--- config.mk ---
export PLATFORM = sky130hd
export DESIGN_NAME = linear_scan_interval_allocator_unit
export DESIGN_NICKNAME = d
export VERILOG_FILES = /design/src/hw/rtl/lsia_pkg.sv /design/src/hw/rtl/lsia_active_ram.sv /design/src/hw/rtl/lsia_ctrl.sv /design/src/hw/rtl/linear_scan_interval_allocator_unit.sv
export SDC_FILE = /design/constraint.sdc
export NUM_CORES = 1
export LEC_CHECK = 0
export ABC_AREA = 1
export BUFFER_PORTS_ARGS = -buffer_cell sky130_fd_sc_hd__clkbuf_2
export CAP_MARGIN = 20
export CORE_MARGIN = 4
export CORE_UTILIZATION = 56
export CTS_CLUSTER_DIAMETER = 120
export DETAILED_ROUTE_END_ITERATION = 8
export PLACE_DENSITY = 0.81
export SYNTH_ARGS = -nofsm -noshare
export SYNTH_HDL_FRONTEND = slang
export SYNTH_SLANG_ARGS = --single-unit
--- constraint.sdc ---
create_clock -name clk_i -period 3.27 [get_ports clk_i]
set_input_delay 0.654 -clock clk_i [delete_from_list [all_inputs] [get_ports clk_i]]
set_output_delay 0.654 -clock clk_i [all_outputs]
set_load 0.005 [all_outputs]
--- src/hw/rtl/lsia_pkg.sv ---
// shared types, constants and helper functions of the interval allocator
package lsia_pkg;

  localparam int unsigned NUM_REGS   = 14;
  localparam int unsigned INDEX_BITS = 16;
  localparam int unsigned REG_W      = 4;
  localparam int unsigned ERR_W      = 2;
  localparam int unsigned PTR_W      = $clog2(NUM_REGS);
  localparam int unsigned CNT_W      = $clog2(NUM_REGS + 1);
  localparam int unsigned SUM_W      = PTR_W + 1;

  typedef enum logic [ERR_W-1:0] {
    ERR_OK      = 2'd0,
    ERR_NO_FREE = 2'd1,
    ERR_BUSY    = 2'd2
  } err_e;

  typedef enum logic [2:0] {
    ST_IDLE,
    ST_RET_RD,
    ST_RET_CHK,
    ST_ALLOC,
    ST_INS_RD,
    ST_INS_CHK,
    ST_DONE
  } state_e;

  typedef struct packed {
    logic [INDEX_BITS-1:0] end_idx;
    logic [REG_W-1:0]      reg_idx;
  } entry_t;

  typedef struct packed {
    logic             re;
    logic [PTR_W-1:0] raddr;
    logic             we;
    logic [PTR_W-1:0] waddr;
    entry_t           wdata;
  } mem_req_t;

  typedef struct packed {
    logic             valid;
    logic [REG_W-1:0] reg_idx;
    err_e             err;
  } result_t;

  typedef struct packed {
    logic                idle;
    logic [CNT_W-1:0]    count;
    logic [NUM_REGS-1:0] free_set;
  } status_t;

  // physical slot of a logical list position in the circular buffer
  function automatic logic [PTR_W-1:0] wrap_add(input logic [PTR_W-1:0] ptr,
                                                input logic [CNT_W-1:0] off);
    logic [SUM_W-1:0] s;
    s = SUM_W'(ptr) + SUM_W'(off);
    if (s >= SUM_W'(NUM_REGS)) begin
      s = s - SUM_W'(NUM_REGS);
    end
    return s[PTR_W-1:0];
  endfunction

  function automatic logic [REG_W-1:0] lowest_free(input logic [NUM_REGS-1:0] set);
    logic [REG_W-1:0] idx;
    idx = '0;
    for (int i = NUM_REGS - 1; i >= 0; i--) begin
      if (set[i]) begin
        idx = REG_W'(i);
      end
    end
    return idx;
  endfunction

endpackage

--- src/hw/rtl/lsia_active_ram.sv ---
// active list storage: one write port, one registered read port
module lsia_active_ram (
  input  logic                clk_i,
  input  lsia_pkg::mem_req_t  req_i,
  output lsia_pkg::entry_t    rdata_o
);

  lsia_pkg::entry_t mem_q [lsia_pkg::NUM_REGS];
  lsia_pkg::entry_t rdata_q;

  always_ff @(posedge clk_i) begin
    if (req_i.we) begin
      mem_q[req_i.waddr] <= req_i.wdata;
    end
  end

  always_ff @(posedge clk_i) begin
    if (req_i.re) begin
      rdata_q <= mem_q[req_i.raddr];
    end
  end

  assign rdata_o = rdata_q;

endmodule

--- src/hw/rtl/lsia_ctrl.sv ---
// sequencer: retire expired entries, pick a register, sorted insert
module lsia_ctrl (
  input  logic                                  clk_i,
  input  logic                                  rst_ni,
  input  logic                                  in_valid_i,
  output logic                                  in_ready_o,
  input  logic [lsia_pkg::INDEX_BITS-1:0]       range_start_i,
  input  logic [lsia_pkg::INDEX_BITS-1:0]       range_end_i,
  input  logic                                  is_preassigned_i,
  input  logic [lsia_pkg::REG_W-1:0]            preassigned_index_i,
  input  logic                                  first_of_batch_i,
  output lsia_pkg::mem_req_t                    mem_req_o,
  input  lsia_pkg::entry_t                      mem_rdata_i,
  output lsia_pkg::result_t                     res_o,
  input  logic                                  res_ready_i,
  output lsia_pkg::status_t                     status_o
);

  lsia_pkg::state_e                      state_q, state_d;
  logic [lsia_pkg::NUM_REGS-1:0]         free_q, free_d;
  logic [lsia_pkg::CNT_W-1:0]            count_q, count_d;
  logic [lsia_pkg::PTR_W-1:0]            head_q, head_d;
  logic [lsia_pkg::CNT_W-1:0]            k_q, k_d;
  logic [lsia_pkg::INDEX_BITS-1:0]       start_q, start_d;
  logic [lsia_pkg::INDEX_BITS-1:0]       end_q, end_d;
  logic                                  pre_q, pre_d;
  logic [lsia_pkg::REG_W-1:0]            pidx_q, pidx_d;
  logic [lsia_pkg::REG_W-1:0]            reg_q, reg_d;
  lsia_pkg::err_e                        err_q, err_d;

  always_ff @(posedge clk_i or negedge rst_ni) begin
    if (!rst_ni) begin
      state_q <= lsia_pkg::ST_IDLE;
      free_q  <= '1;
      count_q <= '0;
      head_q  <= '0;
      k_q     <= '0;
    end else begin
      state_q <= state_d;
      free_q  <= free_d;
      count_q <= count_d;
      head_q  <= head_d;
      k_q     <= k_d;
    end
  end

  always_ff @(posedge clk_i) begin
    start_q <= start_d;
    end_q   <= end_d;
    pre_q   <= pre_d;
    pidx_q  <= pidx_d;
    reg_q   <= reg_d;
    err_q   <= err_d;
  end

  always_comb begin
    state_d    = state_q;
    free_d     = free_q;
    count_d    = count_q;
    head_d     = head_q;
    k_d        = k_q;
    start_d    = start_q;
    end_d      = end_q;
    pre_d      = pre_q;
    pidx_d     = pidx_q;
    reg_d      = reg_q;
    err_d      = err_q;
    in_ready_o = 1'b0;
    mem_req_o  = '0;
    res_o      = '0;

    case (state_q)
      lsia_pkg::ST_IDLE: begin
        in_ready_o = 1'b1;
        if (in_valid_i) begin
          start_d = range_start_i;
          end_d   = range_end_i;
          pre_d   = is_preassigned_i;
          pidx_d  = preassigned_index_i;
          if (first_of_batch_i) begin
            free_d  = '1;
            count_d = '0;
            head_d  = '0;
          end
          state_d = lsia_pkg::ST_RET_RD;
        end
      end

      lsia_pkg::ST_RET_RD: begin
        if (count_q == '0) begin
          state_d = lsia_pkg::ST_ALLOC;
        end else begin
          mem_req_o.re    = 1'b1;
          mem_req_o.raddr = head_q;
          state_d         = lsia_pkg::ST_RET_CHK;
        end
      end

      lsia_pkg::ST_RET_CHK: begin
        if (mem_rdata_i.end_idx < start_q) begin
          free_d  = free_q | (lsia_pkg::NUM_REGS'(1) << mem_rdata_i.reg_idx);
          head_d  = lsia_pkg::wrap_add(head_q, lsia_pkg::CNT_W'(1));
          count_d = count_q - lsia_pkg::CNT_W'(1);
          state_d = lsia_pkg::ST_RET_RD;
        end else begin
          state_d = lsia_pkg::ST_ALLOC;
        end
      end

      lsia_pkg::ST_ALLOC: begin
        err_d = lsia_pkg::ERR_OK;
        reg_d = '0;
        if (!pre_q) begin
          if (free_q == '0) begin
            err_d = lsia_pkg::ERR_NO_FREE;
          end else begin
            reg_d = lsia_pkg::lowest_free(free_q);
          end
        end else begin
          if ((pidx_q >= lsia_pkg::REG_W'(lsia_pkg::NUM_REGS)) || !free_q[pidx_q]) begin
            err_d = lsia_pkg::ERR_BUSY;
          end else begin
            reg_d = pidx_q;
          end
        end
        if (err_d == lsia_pkg::ERR_OK) begin
          free_d  = free_q & ~(lsia_pkg::NUM_REGS'(1) << reg_d);
          k_d     = count_q;
          state_d = lsia_pkg::ST_INS_RD;
        end else begin
          state_d = lsia_pkg::ST_DONE;
        end
      end

      lsia_pkg::ST_INS_RD: begin
        if (k_q == '0) begin
          mem_req_o.we            = 1'b1;
          mem_req_o.waddr         = head_q;
          mem_req_o.wdata.end_idx = end_q;
          mem_req_o.wdata.reg_idx = reg_q;
          count_d                 = count_q + lsia_pkg::CNT_W'(1);
          state_d                 = lsia_pkg::ST_DONE;
        end else begin
          mem_req_o.re    = 1'b1;
          mem_req_o.raddr = lsia_pkg::wrap_add(head_q, k_q - lsia_pkg::CNT_W'(1));
          state_d         = lsia_pkg::ST_INS_CHK;
        end
      end

      lsia_pkg::ST_INS_CHK: begin
        mem_req_o.we    = 1'b1;
        mem_req_o.waddr = lsia_pkg::wrap_add(head_q, k_q);
        if (mem_rdata_i.end_idx > end_q) begin
          // shift the later-ending entry one slot toward the tail
          mem_req_o.wdata = mem_rdata_i;
          k_d             = k_q - lsia_pkg::CNT_W'(1);
          state_d         = lsia_pkg::ST_INS_RD;
        end else begin
          mem_req_o.wdata.end_idx = end_q;
          mem_req_o.wdata.reg_idx = reg_q;
          count_d                 = count_q + lsia_pkg::CNT_W'(1);
          state_d                 = lsia_pkg::ST_DONE;
        end
      end

      lsia_pkg::ST_DONE: begin
        res_o.valid   = 1'b1;
        res_o.reg_idx = reg_q;
        res_o.err     = err_q;
        if (res_ready_i) begin
          state_d = lsia_pkg::ST_IDLE;
        end
      end

      default: begin
        state_d = lsia_pkg::ST_IDLE;
      end
    endcase
  end

  assign status_o.idle     = (state_q == lsia_pkg::ST_IDLE);
  assign status_o.count    = count_q;
  assign status_o.free_set = free_q;

endmodule

--- src/hw/rtl/linear_scan_interval_allocator_unit.sv ---
// linear-scan interval allocator: top level with output word register
// the active list walk sets the time from accept to result word: expired entries retire
// from the head, then later-ending entries shift toward the tail; the retire compare is
// skipped when retirement empties the list, the shift compare when the word lands at the
// head; each entry is read through the registered read port, then compared and written back
// one word in flight; the next is taken once the last result is registered, even while it waits
// reset: all registers free, active list empty, no result word pending
module linear_scan_interval_allocator_unit (
  input  logic                                  clk_i,
  input  logic                                  rst_ni,
  input  logic                                  in_valid_i,
  output logic                                  in_ready_o,
  input  logic [lsia_pkg::INDEX_BITS-1:0]       range_start_i,
  input  logic [lsia_pkg::INDEX_BITS-1:0]       range_end_i,
  input  logic                                  is_preassigned_i,
  input  logic [lsia_pkg::REG_W-1:0]            preassigned_index_i,
  input  logic                                  first_of_batch_i,
  output logic                                  out_valid_o,
  input  logic                                  out_ready_i,
  output logic [lsia_pkg::REG_W-1:0]            register_index_o,
  output logic [lsia_pkg::ERR_W-1:0]            error_code_o
);

  lsia_pkg::mem_req_t mem_req;
  lsia_pkg::entry_t   mem_rdata;
  lsia_pkg::result_t  res;
  lsia_pkg::status_t  status;
  logic               res_ready;

  logic                          out_valid_q;
  logic [lsia_pkg::REG_W-1:0]    out_reg_q;
  logic [lsia_pkg::ERR_W-1:0]    out_err_q;

  lsia_ctrl u_ctrl (
    .clk_i               (clk_i),
    .rst_ni              (rst_ni),
    .in_valid_i          (in_valid_i),
    .in_ready_o          (in_ready_o),
    .range_start_i       (range_start_i),
    .range_end_i         (range_end_i),
    .is_preassigned_i    (is_preassigned_i),
    .preassigned_index_i (preassigned_index_i),
    .first_of_batch_i    (first_of_batch_i),
    .mem_req_o           (mem_req),
    .mem_rdata_i         (mem_rdata),
    .res_o               (res),
    .res_ready_i         (res_ready),
    .status_o            (status)
  );

  lsia_active_ram u_ram (
    .clk_i   (clk_i),
    .req_i   (mem_req),
    .rdata_o (mem_rdata)
  );

  assign res_ready = !out_valid_q || out_ready_i;

  always_ff @(posedge clk_i or negedge rst_ni) begin
    if (!rst_ni) begin
      out_valid_q <= 1'b0;
    end else if (res.valid && res_ready) begin
      out_valid_q <= 1'b1;
    end else if (out_ready_i) begin
      out_valid_q <= 1'b0;
    end
  end

  always_ff @(posedge clk_i) begin
    if (res.valid && res_ready) begin
      out_reg_q <= res.reg_idx;
      out_err_q <= res.err;
    end
  end

  assign out_valid_o      = out_valid_q;
  assign register_index_o = out_reg_q;
  assign error_code_o     = out_err_q;

  // while idle, every register is either free or held by exactly one active entry
  assert property (@(posedge clk_i) disable iff (!rst_ni)
    status.idle |-> ($countones(status.free_set) + int'(status.count) == lsia_pkg::NUM_REGS))
    else $error("free set and active count disagree");

  assert property (@(posedge clk_i) disable iff (!rst_ni)
    out_valid_o && (error_code_o != lsia_pkg::ERR_OK) |-> (register_index_o == '0))
    else $error("error word carries a register index");

  assert property (@(posedge clk_i) disable iff (!rst_ni)
    out_valid_o |-> (register_index_o < lsia_pkg::REG_W'(lsia_pkg::NUM_REGS)))
    else $error("register index out of range");

  assert property (@(posedge clk_i) disable iff (!rst_ni)
    in_valid_i && in_ready_o |=> !in_ready_o)
    else $error("second word taken while one is in flight");

endmodule

==> results_tabular.tex <==
\begin{tabular}{lr}
\hline
Metric & Value \\
\hline
\multicolumn{2}{l}{\textbf{CTS}} \\
Number of buffers created by CTS & 38 \\
Maximum clock insertion buffer count & 3 \\
Buffer type at the clock tree root & sky130\_fd\_sc\_hd\_\_clkbuf\_16 \\
CTS Sinks & roughly 380 \\
CTS tree & yes \\
Clock-pin slew reported for the worst setup and hold paths after clock tree synthesis & 0.06 ns \\
Latest clock arrival within the worst-skew pair & 0.55 ns \\
H-tree levels & 2 \\
\multicolumn{2}{l}{\textbf{Yosys}} \\
Total of flip-flops plus latches after synthesis & 379 \\
Mapped cell area & 17570 sq um \\
Number of distinct standard cells referenced by the synthesized netlist & 40 \\
Yosys top cell area share & 0.5965 \\
Most instantiated flip-flop cell in the synthesis netlist & sky130\_fd\_sc\_hd\_\_edfxtp\_1 \\
Library cell with the largest summed area after synthesis & sky130\_fd\_sc\_hd\_\_edfxtp\_1 \\
Dominant cell by count in the synthesized netlist & sky130\_fd\_sc\_hd\_\_nand2\_1 \\
Most frequent cells after synthesis & 386 x sky130\_fd\_sc\_hd\_\_nand2\_1, 349 x sky130\_fd\_sc\_hd\_\_edfxtp\_1, 262 x sky130\_fd\_sc\_hd\_\_inv\_1, 97 x sky130\_fd\_sc\_hd\_\_nand3\_1, 86 x sky130\_fd\_sc\_hd\_\_o211ai\_1 \\
Sequential cell area fraction in the yosys report & 0.6402 \\
Cells taking the most area after synthesis & sky130\_fd\_sc\_hd\_\_edfxtp\_1 60\%, sky130\_fd\_sc\_hd\_\_nand2\_1 8.2\%, sky130\_fd\_sc\_hd\_\_inv\_1 5.6\%, sky130\_fd\_sc\_hd\_\_o211ai\_1 3.7\%, sky130\_fd\_sc\_hd\_\_ha\_1 3.3\% \\
Cell count after synthesis & between 1.5k and 2k \\
Syn Area/Cell & about 11 sq um \\
Synth Warn \# & 0 \\
Async SR Flop Fraction & 0.07916 \\
Number of enable-type register cells in the synthesized netlist & 349 \\
Synthesized net count & 1720 \\
\multicolumn{2}{l}{\textbf{Routing}} \\
Final WL & 44.71 mm \\
Post-detailed-route wirelength per cell & $\sim$21 um \\
Average vias per placed instance & 5.989 \\
Number of vias in the routed layout & 12.95k \\
Post-route DRC violation count & 0 \\
First-pass iteration count of the detailed router & 6 \\
Initial DRC count & 1482 \\
Antenna-violating nets left & 0 \\
\multicolumn{2}{l}{\textbf{Setup path}} \\
Count of buffering cells on the critical path with inverters included & 3 \\
Largest delay share family, worst path & adder cells \\
Slowest stage cell on the critical path & sky130\_fd\_sc\_hd\_\_fa\_1 \\
Worst-path cell chain & ha\_1, fa\_1, xor2\_2, ha\_2, o21ai\_1, nand2\_1, inv\_1, nand2\_1, o211ai\_1, o21ai\_1, inv\_1, nand2\_2, nor2\_2, buf\_4 \\
Type of origin of the critical path & flip-flop \\
Critical Path RT & 3.51 ns \\
Arrival time worst endpoint & approximately 3.4 ns \\
Number of cell instances on the worst register-to-register path & 14 \\
Delay contributed by the slowest stage of the critical path & $\sim$0.44 ns \\
Kind of critical path & reg -> reg \\
Critical Path Fanout Max & 7 \\
CP Capture Type & flip-flop \\
Worst path depth & 14 \\
Worst-case register-to-register setup slack & 0.07 ns \\
\multicolumn{2}{l}{\textbf{Timing}} \\
Pins over their slew limit & 0 \\
Time the worst path needs with I/O delays and setup & 3.197 ns \\
Transition time at the pin with the least slew margin & 1.048 ns \\
Share of the clock period used by the worst path after layout & 0.9778 \\
Slew margin rel. & 0.3015 \\
Hold Vio Cnt, Final & 0 \\
Unrepaired setup endpoints after global routing & true \\
Setup Skew & between 0.02 and 0.03 ns \\
Peak Freq & about 310 MHz \\
Endpoints failing setup & 0 \\
Final TNS setup & 0 ns \\
\multicolumn{2}{l}{\textbf{Place}} \\
Placer Congestion & 0.9666 \\
Input/output buffers & 49 \\
Cell Count Post-Placement & 2086 \\
Post-DP HPWL & $\sim$28 mm \\
\multicolumn{2}{l}{\textbf{Outcome}} \\
Status & completed \\
\multicolumn{2}{l}{\textbf{Die}} \\
Die outline area & 34270 sq um \\
Die width & 185.1 um \\
Standard cell core area & 30750 sq um \\
Top Ports & 50 \\
Initial cell density of the core & 0.5714 \\
Height of the chip & about 190 um \\
Number of cell rows & 64 \\
\multicolumn{2}{l}{\textbf{Global routing}} \\
Initial antenna violation count & 0 \\
Vias in the first global route & 12.68k \\
Maximum number of pins on one net before global-route repair & 61 \\
First-pass GRT wire length & 67.70 mm \\
GR Overflow Total & 0 \\
Overall Global Routing Usage & 0.2544 \\
\multicolumn{2}{l}{\textbf{Final layout}} \\
Final standard cell count with taps included and fillers excluded & roughly 2.2k \\
Total Nets Final & $\sim$1.8k \\
Antenna diode count & 0 \\
Total area of multi-input combinational cells & 5220 sq um \\
Post-synthesis to final-layout area growth & 16.72\% \\
Share of post-route cells with drive strength above 1 & 0.1505 \\
Number of filler cells placed in the layout & 2046 \\
Footprint of the flip-flops and latches & 11250 sq um \\
\multicolumn{2}{l}{\textbf{Power and ir drop}} \\
Power density over the cells & 858.1 nW/um\^{}2 \\
Worst vdd rail ir drop & between 0.0006 and 0.0007 V \\
Leakage component of the power & a little over 8 nW \\
Overall Power & $\sim$18 mW \\
\multicolumn{2}{l}{\textbf{Hold path}} \\
Hold Path Class & in -> async \\
\multicolumn{2}{l}{\textbf{Run}} \\
Max-cap violations & 0 \\
\hline
\end{tabular}
[path summary, 6_finish.rpt]
kind	startpoint	endpoint
min in group clk_i	range_start_i[15]	u_ctrl.start_q[15]
hold / removal	rst_ni	u_ctrl.count_q[0]
max in group asynchronous	rst_ni	u_ctrl.k_q[1]
setup / recovery	u_ctrl.head_q[0]	u_ram.mem_q[8][8]
setup reg to reg	u_ctrl.head_q[0]	u_ram.mem_q[8][8]
hold reg to reg	u_ctrl.free_q[10]	u_ctrl.free_q[10]
[registers in the layout, indices dropped and copies added (netlist names), 14 cells and up]
signal          flops
u_ctrl.end_q       16
u_ctrl.free_q      14
u_ctrl.start_q     16
u_ram.mem_q       280
u_ram.rdata_o      20
[per-stage QoR]
| stage | setup WS, ns | area [sq um] | util | hold WS [ns] |
|---|---|---|---|---|
| floorplan | -0.1505 | 17570 | - | 0.3584 |
| CTS | 0.007147 | 20230 | 0.6578 | 0.2008 |
| finish | 0.07266 | 20510 | 0.6669 | 0.1809 |
| detailed placement | -0.009283 | 18970 | 0.6171 | 0.4766 |
| global route | -0.1240 | 20510 | 0.6669 | 0.2271 |
| global placement | -0.03758 | 18940 | 0.6161 | 0.4729 |
[timing repair]
action | 4_1_cts | 5_1_grt
endpoints found under the setup margin | 91 | 441
hold buffers | 0 | 0
pin swaps | 0 | 5
setup buffers | 0 | 3
gates resized for setup | 4 | 45
cloned | 0 | 3
[cell type report]
class                   instances  share of cell area
well taps                     396             0.02416
multi-input cells             909              0.2545
inverters                     271             0.04960
repair buffers                138             0.06297
flip-flops and latches        379              0.5485
clock buffers                  41             0.04741
clock inverters                29             0.01281
[worst register-to-register path, stage by stage (launching register included)]
cell	delay, ns
sky130_fd_sc_hd__dfrtp_1	0.42
sky130_fd_sc_hd__ha_1	0.23
sky130_fd_sc_hd__fa_1	0.44
sky130_fd_sc_hd__xor2_2	0.18
sky130_fd_sc_hd__ha_2	0.19
sky130_fd_sc_hd__o21ai_1	0.13
sky130_fd_sc_hd__nand2_1	0.11
sky130_fd_sc_hd__inv_1	0.09
sky130_fd_sc_hd__nand2_1	0.05
sky130_fd_sc_hd__o211ai_1	0.07
sky130_fd_sc_hd__o21ai_1	0.21
sky130_fd_sc_hd__inv_1	0.17
sky130_fd_sc_hd__nand2_2	0.16
sky130_fd_sc_hd__nor2_2	0.21
sky130_fd_sc_hd__buf_4	0.22
[kinds of logic (layout without fill, tap and decap cells)]
kind of cell               Yosys count  in the layout  synth area share
DFF                                379            379            0.6402
xor gates and xnor gates            10             10          0.004985
muxes                                2              2          0.001282
and+or+nand+nor                    579            579            0.1357
AOI/OAI and AO/OA                  268            268            0.1058
adders and majority gates           50             50           0.03689
buffers and inverters              340            479           0.07513
[where the power goes]
group / internal [mW] / switching [mW]
combinational: 2.23 / 4.24
sequential: 6.31 / 0.489
clock: 2.43 / 1.91
[cell usage in the layout, fill, tap and decap left out, types with 23 or more instances in the layout]
| cell type | instances |
|---|---|
| sky130_fd_sc_hd__nand3_1 | 96 |
| sky130_fd_sc_hd__edfxtp_1 | 349 |
| sky130_fd_sc_hd__ha_1 | 45 |
| sky130_fd_sc_hd__o21ai_0 | 47 |
| sky130_fd_sc_hd__clkbuf_2 | 49 |
| sky130_fd_sc_hd__nand2_1 | 379 |
| sky130_fd_sc_hd__inv_1 | 259 |
| sky130_fd_sc_hd__nor2_1 | 39 |
| sky130_fd_sc_hd__buf_4 | 54 |
| sky130_fd_sc_hd__o2111ai_1 | 56 |
| sky130_fd_sc_hd__o211ai_1 | 86 |
| sky130_fd_sc_hd__a21oi_1 | 32 |
| sky130_fd_sc_hd__buf_12 | 23 |
| sky130_fd_sc_hd__clkbuf_16 | 41 |
[per-layer routing]
metal  up-vias  GRT usage  wire length [um]
met3       155    0.04674              4120
met1      6162     0.3223             16600
met2       735     0.4317             21940
met5         -          0                 0
li1       5902          -                 -
met4         0     0.1113              2050
(Power assumes the default switching activity.)
